File: src/hw/rtl/sha_pkg.sv
package sha_pkg;

  typedef logic [31:0] word_t;

  localparam int BlockBytes = 64;
  localparam int Rounds     = 64;

  function automatic word_t round_k(input logic [5:0] idx);
    word_t k;
    case (idx)
      6'd0:  k = 32'h428a2f98; 6'd1:  k = 32'h71374491; 6'd2:  k = 32'hb5c0fbcf;
      6'd3:  k = 32'he9b5dba5; 6'd4:  k = 32'h3956c25b; 6'd5:  k = 32'h59f111f1;
      6'd6:  k = 32'h923f82a4; 6'd7:  k = 32'hab1c5ed5; 6'd8:  k = 32'hd807aa98;
      6'd9:  k = 32'h12835b01; 6'd10: k = 32'h243185be; 6'd11: k = 32'h550c7dc3;
      6'd12: k = 32'h72be5d74; 6'd13: k = 32'h80deb1fe; 6'd14: k = 32'h9bdc06a7;
      6'd15: k = 32'hc19bf174; 6'd16: k = 32'he49b69c1; 6'd17: k = 32'hefbe4786;
      6'd18: k = 32'h0fc19dc6; 6'd19: k = 32'h240ca1cc; 6'd20: k = 32'h2de92c6f;
      6'd21: k = 32'h4a7484aa; 6'd22: k = 32'h5cb0a9dc; 6'd23: k = 32'h76f988da;
      6'd24: k = 32'h983e5152; 6'd25: k = 32'ha831c66d; 6'd26: k = 32'hb00327c8;
      6'd27: k = 32'hbf597fc7; 6'd28: k = 32'hc6e00bf3; 6'd29: k = 32'hd5a79147;
      6'd30: k = 32'h06ca6351; 6'd31: k = 32'h14292967; 6'd32: k = 32'h27b70a85;
      6'd33: k = 32'h2e1b2138; 6'd34: k = 32'h4d2c6dfc; 6'd35: k = 32'h53380d13;
      6'd36: k = 32'h650a7354; 6'd37: k = 32'h766a0abb; 6'd38: k = 32'h81c2c92e;
      6'd39: k = 32'h92722c85; 6'd40: k = 32'ha2bfe8a1; 6'd41: k = 32'ha81a664b;
      6'd42: k = 32'hc24b8b70; 6'd43: k = 32'hc76c51a3; 6'd44: k = 32'hd192e819;
      6'd45: k = 32'hd6990624; 6'd46: k = 32'hf40e3585; 6'd47: k = 32'h106aa070;
      6'd48: k = 32'h19a4c116; 6'd49: k = 32'h1e376c08; 6'd50: k = 32'h2748774c;
      6'd51: k = 32'h34b0bcb5; 6'd52: k = 32'h391c0cb3; 6'd53: k = 32'h4ed8aa4a;
      6'd54: k = 32'h5b9cca4f; 6'd55: k = 32'h682e6ff3; 6'd56: k = 32'h748f82ee;
      6'd57: k = 32'h78a5636f; 6'd58: k = 32'h84c87814; 6'd59: k = 32'h8cc70208;
      6'd60: k = 32'h90befffa; 6'd61: k = 32'ha4506ceb; 6'd62: k = 32'hbef9a3f7;
      default: k = 32'hc67178f2;
    endcase
    return k;
  endfunction

  function automatic word_t init_h(input logic [2:0] idx);
    word_t h;
    case (idx)
      3'd0: h = 32'h6a09e667; 3'd1: h = 32'hbb67ae85;
      3'd2: h = 32'h3c6ef372; 3'd3: h = 32'ha54ff53a;
      3'd4: h = 32'h510e527f; 3'd5: h = 32'h9b05688c;
      3'd6: h = 32'h1f83d9ab;
      default: h = 32'h5be0cd19;
    endcase
    return h;
  endfunction

  function automatic word_t rotr(input word_t v, input int n);
    return (v >> n) | (v << (32 - n));
  endfunction

endpackage

File: src/hw/rtl/sha256_message_hasher_top.sv
// A byte request without last is absorbed while idle. A block-completing byte loads the
// 16 block words from the block RAM, runs the 64 rounds and then one chain update.
// A last request takes 64-f padding writes (f = bytes held), 8 length writes and a
// compression, with a second zero block when f >= 56, then 8 digest words at one per
// unstalled cycle; only one request is handled at a time, set by the single round unit.
// Reset (rst_n low, synchronous) restores the initial hash, clears counts and state.
module sha256_message_hasher_top import sha_pkg::*; (
  input  logic        clk,
  input  logic        rst_n,
  input  logic        in_valid,
  output logic        in_stall,
  input  logic [7:0]  in_msg_byte,
  input  logic        in_has_byte,
  input  logic        in_is_last,
  output logic        out_valid,
  input  logic        out_stall,
  output logic [31:0] out_digest_word,
  output logic [2:0]  out_word_index,
  output logic        out_last_word
);

  localparam logic [3:0] StIdle  = 4'd0;
  localparam logic [3:0] StPad   = 4'd1;
  localparam logic [3:0] StLen   = 4'd2;
  localparam logic [3:0] StLoad  = 4'd3;
  localparam logic [3:0] StRound = 4'd4;
  localparam logic [3:0] StFold  = 4'd5;
  localparam logic [3:0] StEmit  = 4'd6;

  logic [3:0]  state_r;
  logic [5:0]  fill_r;
  logic [63:0] total_r;
  logic        final_r;     // request ends the message
  logic        second_r;    // one more padded block follows
  logic [6:0]  cnt_r;
  word_t       h_r [8];
  word_t       s_r [8];
  word_t       w_r [16];
  word_t       acc_r;
  logic [7:0]  pad_len_r;   // padding pass counter for zero fill
  logic [2:0]  oidx_r;

  logic        ram_we;
  logic [5:0]  ram_wa, ram_ra;
  logic [7:0]  ram_wd, ram_rd;

  sha_ram #(.Width(8), .Depth(BlockBytes)) u_block (
    .clk(clk), .wr_en(ram_we), .wr_addr(ram_wa), .wr_data(ram_wd),
    .rd_addr(ram_ra), .rd_data(ram_rd)
  );

  logic acc_in;
  assign in_stall = (state_r != StIdle);
  assign acc_in   = in_valid && !in_stall;

  // round logic
  word_t t1, t2, wnew, wcur;
  logic [5:0] rnd;
  assign rnd = cnt_r[5:0];
  always_comb begin
    wcur = w_r[0];
    wnew = (rotr(w_r[14], 17) ^ rotr(w_r[14], 19) ^ (w_r[14] >> 10)) + w_r[9] +
           (rotr(w_r[1], 7) ^ rotr(w_r[1], 18) ^ (w_r[1] >> 3)) + w_r[0];
    t1 = s_r[7] + (rotr(s_r[4], 6) ^ rotr(s_r[4], 11) ^ rotr(s_r[4], 25)) +
         ((s_r[4] & s_r[5]) ^ (~s_r[4] & s_r[6])) + round_k(rnd) + wcur;
    t2 = (rotr(s_r[0], 2) ^ rotr(s_r[0], 13) ^ rotr(s_r[0], 22)) +
         ((s_r[0] & s_r[1]) ^ (s_r[0] & s_r[2]) ^ (s_r[1] & s_r[2]));
  end

  // length byte for padding position 56..63
  logic [63:0] bits;
  logic [2:0]  lpos;
  assign bits = {total_r[60:0], 3'b000};
  assign lpos = cnt_r[2:0];

  // block RAM port control
  always_comb begin
    ram_we = 1'b0;
    ram_wa = fill_r;
    ram_wd = in_msg_byte;
    ram_ra = cnt_r[5:0];
    case (state_r)
      StIdle: begin
        ram_we = acc_in && in_has_byte;
      end
      StPad: begin
        ram_we = 1'b1;
        ram_wa = pad_len_r[5:0];
        // the length-only block carries no 0x80 marker
        ram_wd = (!second_r && pad_len_r[6:0] == {1'b0, fill_r}) ? 8'h80 : 8'h00;
      end
      StLen: begin
        ram_we = 1'b1;
        ram_wa = {3'b111, lpos};
        ram_wd = bits[63 - 8*lpos -: 8];
      end
      default: ;
    endcase
  end

  // control and datapath
  always_ff @(posedge clk) begin
    if (!rst_n) begin
      state_r   <= StIdle;
      fill_r    <= '0;
      total_r   <= '0;
      final_r   <= 1'b0;
      second_r  <= 1'b0;
      cnt_r     <= '0;
      pad_len_r <= '0;
      oidx_r    <= '0;
      for (int i = 0; i < 8; i++) h_r[i] <= init_h(3'(i));
    end else begin
      case (state_r)
        StIdle: begin
          if (acc_in) begin
            final_r <= in_is_last;
            if (in_has_byte) begin
              total_r <= total_r + 64'd1;
              fill_r  <= fill_r + 6'd1;
            end
            if (in_has_byte && fill_r == 6'd63) begin
              state_r   <= StLoad;
              cnt_r     <= '0;
              pad_len_r <= '0;
            end else if (in_is_last) begin
              state_r   <= StPad;
              pad_len_r <= {2'b00, fill_r + 6'(in_has_byte)};
            end
          end
        end
        // write 0x80 (not in a length-only block) then zeros to byte 63
        StPad: begin
          pad_len_r <= pad_len_r + 8'd1;
          if (pad_len_r[5:0] == 6'd63) begin
            if (second_r || fill_r < 6'd56) begin
              state_r <= StLen;
              cnt_r   <= '0;
            end else begin
              state_r <= StLoad;
              cnt_r   <= '0;
            end
          end
        end
        StLen: begin
          cnt_r <= cnt_r + 7'd1;
          if (lpos == 3'd7) begin
            state_r  <= StLoad;
            cnt_r    <= '0;
            second_r <= 1'b0;
          end
        end
        // gather block words; byte read data is registered, so it trails its address
        StLoad: begin
          cnt_r <= cnt_r + 7'd1;
          if (cnt_r != 7'd0) begin
            acc_r <= {acc_r[23:0], ram_rd};
            if (cnt_r[1:0] == 2'b00) begin
              for (int i = 0; i < 15; i++) w_r[i] <= w_r[i+1];
              w_r[15] <= {acc_r[23:0], ram_rd};
            end
          end
          if (cnt_r == 7'd64) begin
            state_r <= StRound;
            cnt_r   <= '0;
            for (int i = 0; i < 8; i++) s_r[i] <= h_r[i];
          end
        end
        StRound: begin
          for (int i = 0; i < 15; i++) w_r[i] <= w_r[i+1];
          w_r[15] <= wnew;
          s_r[7] <= s_r[6]; s_r[6] <= s_r[5]; s_r[5] <= s_r[4];
          s_r[4] <= s_r[3] + t1;
          s_r[3] <= s_r[2]; s_r[2] <= s_r[1]; s_r[1] <= s_r[0];
          s_r[0] <= t1 + t2;
          cnt_r  <= cnt_r + 7'd1;
          if (rnd == 6'd63) state_r <= StFold;
        end
        StFold: begin
          for (int i = 0; i < 8; i++) h_r[i] <= h_r[i] + s_r[i];
          cnt_r <= '0;
          if (!final_r) begin
            state_r <= StIdle;
          end else if (pad_len_r[6]) begin
            // padding already laid down: either length block pending or done
            if (second_r) begin
              state_r   <= StPad;
              pad_len_r <= 8'd0;
              fill_r    <= 6'd0;
            end else begin
              state_r <= StEmit;
              oidx_r  <= '0;
            end
          end else begin
            // a full block ended on the last request: pad a fresh block
            state_r   <= StPad;
            pad_len_r <= 8'd0;
            fill_r    <= 6'd0;
          end
        end
        StEmit: begin
          if (!out_stall) begin
            oidx_r <= oidx_r + 3'd1;
            if (oidx_r == 3'd7) begin
              state_r <= StIdle;
              fill_r  <= '0;
              total_r <= '0;
              final_r <= 1'b0;
              for (int i = 0; i < 8; i++) h_r[i] <= init_h(3'(i));
            end else begin
              for (int i = 0; i < 7; i++) h_r[i] <= h_r[i+1];
            end
          end
        end
        default: state_r <= StIdle;
      endcase
      // first pad pass with fill >= 56 needs a second length-only block
      if (state_r == StPad && pad_len_r[5:0] == 6'd63 && !second_r && fill_r >= 6'd56
          && pad_len_r[6:0] != 7'd0) begin
        second_r <= 1'b1;
      end
    end
  end

  assign out_valid       = (state_r == StEmit);
  assign out_digest_word = h_r[0];
  assign out_word_index  = oidx_r;
  assign out_last_word   = (oidx_r == 3'd7);

endmodule

File: src/hw/rtl/sha_ram.sv
module sha_ram #(
  parameter int Width = 8,
  parameter int Depth = 64
) (
  input  logic                     clk,
  input  logic                     wr_en,
  input  logic [$clog2(Depth)-1:0] wr_addr,
  input  logic [Width-1:0]         wr_data,
  input  logic [$clog2(Depth)-1:0] rd_addr,
  output logic [Width-1:0]         rd_data
);

  logic [Width-1:0] mem [Depth];

  // write port and registered read port
  always_ff @(posedge clk) begin
    if (wr_en) begin
      mem[wr_addr] <= wr_data;
    end
    rd_data <= mem[rd_addr];
  end

endmodule
File: config.mk
export PLATFORM = sky130hd
export DESIGN_NAME = sha256_message_hasher_top
export DESIGN_NICKNAME = d
export VERILOG_FILES = /design/src/hw/rtl/sha_pkg.sv /design/src/hw/rtl/sha256_message_hasher_top.sv /design/src/hw/rtl/sha_ram.sv
export SDC_FILE = /design/constraint.sdc
export NUM_CORES = 2
export LEC_CHECK = 0
export ABC_AREA = 1
export BUFFER_PORTS_ARGS = -buffer_cell sky130_fd_sc_hd__buf_4
export CORE_UTILIZATION = 40
export CTS_CLUSTER_DIAMETER = 80
export DETAILED_ROUTE_END_ITERATION = 10
export GPL_ROUTABILITY_DRIVEN = 0
export HOLD_SLACK_MARGIN = 0.05
export PLACE_DENSITY = 0.59
export SLEW_MARGIN = 20
export SYNTH_ARGS = -nofsm -noshare
export SYNTH_HDL_FRONTEND = slang
export SYNTH_HIERARCHICAL = 1
export SYNTH_SLANG_ARGS = --single-unit
File: constraint.sdc
create_clock -name clk -period 63.4 [get_ports clk]
set_input_delay 12.68 -clock clk [delete_from_list [all_inputs] [get_ports clk]]
set_output_delay 12.68 -clock clk [all_outputs]
set_load 0.02 [all_outputs]
### Yosys cells after proc, flatten, opt, wreduce, memory -nomap -nowiden

Memories as Yosys holds them, arrays and structs flattened. A register that Yosys moved wholly into a read port is not among the register bits.
Cells that the tools add are included.

| word-level totals | value |
|---|---|
| register bits | 118 |
| bits in latches | 0 |
| bits in writable memories | 1536 |
| ROM bits | 2048 |
| output and inout port bits | 38 |
| word-level logic and storage cells | 351 |
| memories kept | 5 |

| cells by class | value |
|---|---|
| $add $sub $neg | 25 |
| multipliers | 0 |
| div/mod/pow operators | 0 |
| $lt $le $gt $ge | 2 |
| equal/unequal tests | 27 |
| shift operators | 1 |
| muxes and demuxes | 173 |
| bitwise gates (word level) | 74 |
| reduce and logical (&&, ||, !) cells | 34 |

Memory list:

| name | depth | width | read ports | clocked after memory_dff | write ports | line | source |
|---|---|---|---|---|---|---|---|
| (no name shown) | 64 | 32 | 1 | 1 | 0 | sha_pkg.sv:10 | `case (idx)` |
| u_block.mem | 64 | 8 | 1 | 1 | 1 | sha_ram.sv:13 | `logic [Width-1:0] mem [Depth];` |
| w_r | 16 | 32 | 16 | 0 | 16 | sha256_message_hasher_top.sv:38 | `word_t w_r [16];` |
| h_r | 8 | 32 | 8 | 0 | 8 | sha256_message_hasher_top.sv:36 | `word_t h_r [8];` |
| s_r | 8 | 32 | 8 | 0 | 8 | sha256_message_hasher_top.sv:37 | `word_t s_r [8];` |

Operators by type and width:

| kind | count |
|---|---|
| 2-to-1 mux 32 bit | 87 |
| adder 32 bit | 18 |
| bitwise XOR 32 bit | 9 |
| 2-to-1 mux 64 bit | 4 |
| bitwise AND 32 bit | 5 |
| case mux 64 bit (2 select lines) | 1 |
| indexed part select 71 x 33 -> 8 bit | 1 |
| adder 64 x 1 -> 64 bit (second input constant) | 1 |
| 2-to-1 mux 8 bit | 7 |
| 2-to-1 mux 6 bit | 9 |
| OR 1 bit | 47 |
| 2-to-1 mux 4 bit | 11 |
| case mux 7 bit (6 select lines) | 1 |
| 2-to-1 mux 1 bit | 35 |
| 2-to-1 mux 7 bit | 5 |
| inverter 32 bit | 1 |
| OR 10 x 32 -> 32 bit | 1 |
| OR 13 x 32 -> 32 bit | 1 |
| OR 14 x 32 -> 32 bit | 1 |
| OR 15 x 32 -> 32 bit | 1 |
| OR 19 x 32 -> 32 bit | 1 |
| OR 21 x 32 -> 32 bit | 1 |
| OR 25 x 32 -> 32 bit | 1 |
| OR 26 x 32 -> 32 bit | 1 |
| 47 further kinds | 86 |

### Depth between registers and ports, before layout

An unclocked memory read counts as a cell.

| logic depth | value |
|---|---|
| depth in word-level cells | 10 |
| gate-level depth with buffers | 34 |
| mapped depth without buffers | 34 |

### By module

Netlist, hierarchy kept.

Modules (own cells, without submodules):

| module | instances | cells each | area each (µm²) | seq. area each (µm²) |
|---|---|---|---|---|
| sha256_message_hasher_top | 1 | 9370 | 77829.6 | 33251.9 |
| sha_ram | 1 | 1822 | 21291.7 | 15534.9 |

### Worst setup path after synthesis

No wires, ideal clock.

| timing | value |
|---|---|
| path type | input-to-reg |
| start point | input rst_n |
| end point | memory s_r[0][0] (netlist bit), enable pin |
| setup time | 1246 ps |
| data arrival time | 31545 ps |
| required time | 62154 ps |
| slack | 30609 ps |
| cell stages on the path | 3 |
| buffers on the path | 1 |
| cells stage by stage | inv_1 > buf_2 > o31ai_1 |

RTL lines:

| what | line | source |
|---|---|---|
| start: declaration | sha256_message_hasher_top.sv:9 | `input logic rst_n,` |
| end: declaration | sha256_message_hasher_top.sv:37 |  |

==> impl_metrics.ini <==
[status]
status = finished clean

[yosys]
syn_nets = 11800
netlist_area_mm2 = 0.0991
synth_area_leaders = edfxtp_1, nand2_1, nand3_1
synth.top_cell.area_share = 0.453
seq_area_frac_synth = 0.492
yosysMostFrequentCell = nand2_1
ys_ff_latch = 1689
syn_avg_cell_area_um2 = 8.86
synth_cell_types = 65
synth_top_flop_cell = edfxtp_1
async_reset_ff_frac = 0
synth_cells = 11200
synth_top_area_cell = edfxtp_1
ys.warnings.count = 6
synth_common_cells = nand2_1, edfxtp_1, inv_1
synth-edff-count = 1496

[final_layout]
drive_above_1_share = 0.0471
fill_cells = 23700
regArea_mm2 = 0.0488
area_growth_syn_to_layout_pct = 9.88
nets = 11700
multi_input_area_mm2 = 0.0441

[floorplan]
start_util = 0.403
dieArea_mm2 = 0.250
die_h_um = 500
die_x_um = 500
ios = 52
fp-row-count = 182
core_mm2 = 0.246

[sta]
final.min_clock_period_ns = 17.00
tightest_slew_ns = 1.11
finalSetupViolations = 0
slew_headroom = 0.259
rsz0062_at_grt = no
tns_ns = 0
fin_skew_ns = 0.121
slew_violations = 0
hold_viol = 0
max_freq_ghz = 0.0588
finalCritPeriodShare = 0.268

[routing]
post-route-drc-count = 0
wl_per_cell_um = 22.7
first_iter_violations = 11400
first_pass_iters = 8
vias = 82600
ant_nets = 0
totalWireLength_mm = 332
via_per_inst = 5.65

[clock_network]
cts_resized = 0
postCtsSetupBuffers = 0
clk_latency_ns = 0.91
numClockSinks = 1689
htreeDepth = 4
cts_root_buf = clkbuf_16
clockBufferDepth = 3
cts_made_buffers = 186
path_clk_slew_ns = 0.06
hold_buffers = 0
cts_tree = yes

[global_routing]
antenna_found_initial = 7
grt-ovfl-total = 0
grt_pass1_wl_mm = 490
grt_max_degree = 192
grt_pass1_vias = 76400
track_usage = 0.259

[worst_setup_path]
r2r-start = s_r[1][29]$_DFFE_PP_
cp-startpoint = rst_n
start_kind = primary input
crit_fanout = 81
worst_ep_arrival_time_ns = 17.41
worstSetupPathType = primary input to flip-flop
worstSetupEndpointType = flip-flop
required_ns = 63.81

[placed_design]
dp_hpwl_mm = 242
portBuffers = 51

[worst_hold_path]
min_from = w_r[1][28]$_DFFE_PP_
min-delay-path-class = flip-flop to flip-flop

[flow_run]
max_cap_viol_count = 0
## sequential cells by signal, indices dropped and copies added (netlist names), named ones only
name,cells
final_r,1
h_r,256
s_r,256
acc_r,24
cnt_r,7
fill_r,6
out_word_index,3
w_r,512
pad_len_r,7
total_r,61
state_r,3
u_block/rd_data,8
u_block/mem,512
second_r,1
## layout by cell type, fill, tap and decap left out, types with 190 or more instances in the layout
| cell type | instances |
|---|---|
| nand2_1 | 2914 |
| edfxtp_1 | 1496 |
| inv_1 | 1203 |
| nand3_1 | 1103 |
| nor2_1 | 727 |
| o21ai_0 | 710 |
| a21oi_1 | 641 |
| ha_1 | 401 |
| xor2_1 | 223 |
| fa_1 | 195 |
| xnor2_1 | 192 |
| dfxtp_1 | 190 |
## kinds of logic (layout without fill, tap and decap cells)
group / count (synthesis) / in the layout / synth area share
and+or+nand+nor: 5132 / 5132 / 0.217
AOI/OAI and AO/OA: 1744 / 1744 / 0.0973
DFF: 1689 / 1689 / 0.492
buffers and inverters: 1595 / 1694 / 0.0644
adders and majority gates: 598 / 598 / 0.0902
xor gates and xnor gates: 415 / 415 / 0.0367
muxes: 19 / 19 / 0.00213
other: 0 / 7 / 0
## final timing paths
kind / to / slack (ns) / cells past startpoint
setup reg to reg: s_r[0][31]$_DFFE_PP_ / 55.92 / 27
setup / recovery: s_r[0][117]$_DFFE_PP_ / 46.40 / 10
hold reg to reg: w_r[0][252]$_DFFE_PP_ / 0.37 / 0
hold / removal: w_r[0][252]$_DFFE_PP_ / 0.37 / 0
## per-layer routing
metal  GRT usage  part of all wire  routed length [um]  up-vias
li1            -                 -                   -    37800
met1       0.358              0.41              137000    39300
met2       0.394              0.43              144000     4705
met3      0.0480              0.10               34300      827
met4       0.119             0.052               17300        2
met5           0          0.000027                   9        -
## cell type report
type / count / share of cell area
clock buffer: 231 / 0.0448
tap: 3312 / 0.0380
timing repair buffer: 120 / 0.00862
inverter: 1224 / 0.0423
antenna: 7 / 0.000161
sequential: 1689 / 0.448
multi-input combinational: 7908 / 0.405
clock inverter: 119 / 0.0132
## critical path, stage by stage
cell and delay (ns):
buf_4 0.34, inv_2 0.10, buf_4 0.30, nor2_4 0.23, inv_8 0.19, o31ai_4 0.11
buf_4 0.57, buf_4 0.75, buf_4 0.92, buf_4 0.97
## stage by stage
step                      cells  hold WS, ns  worst slack (ns)  instance area [um2]   util
after CTS                 14600        0.374             46.32               109000  0.442
after floorplan           11200        0.400             30.61                99100      -
after global placement    14300        0.401             45.54               103000  0.417
after global routing      14600        0.389             46.16               109000  0.442
final                     14600        0.374             46.40               109000  0.442
after detailed placement  14300        0.405             45.44               103000  0.417
Power is not shown: default switching activity piles up to over one toggle a cycle in this logic, so the estimate is an artifact.
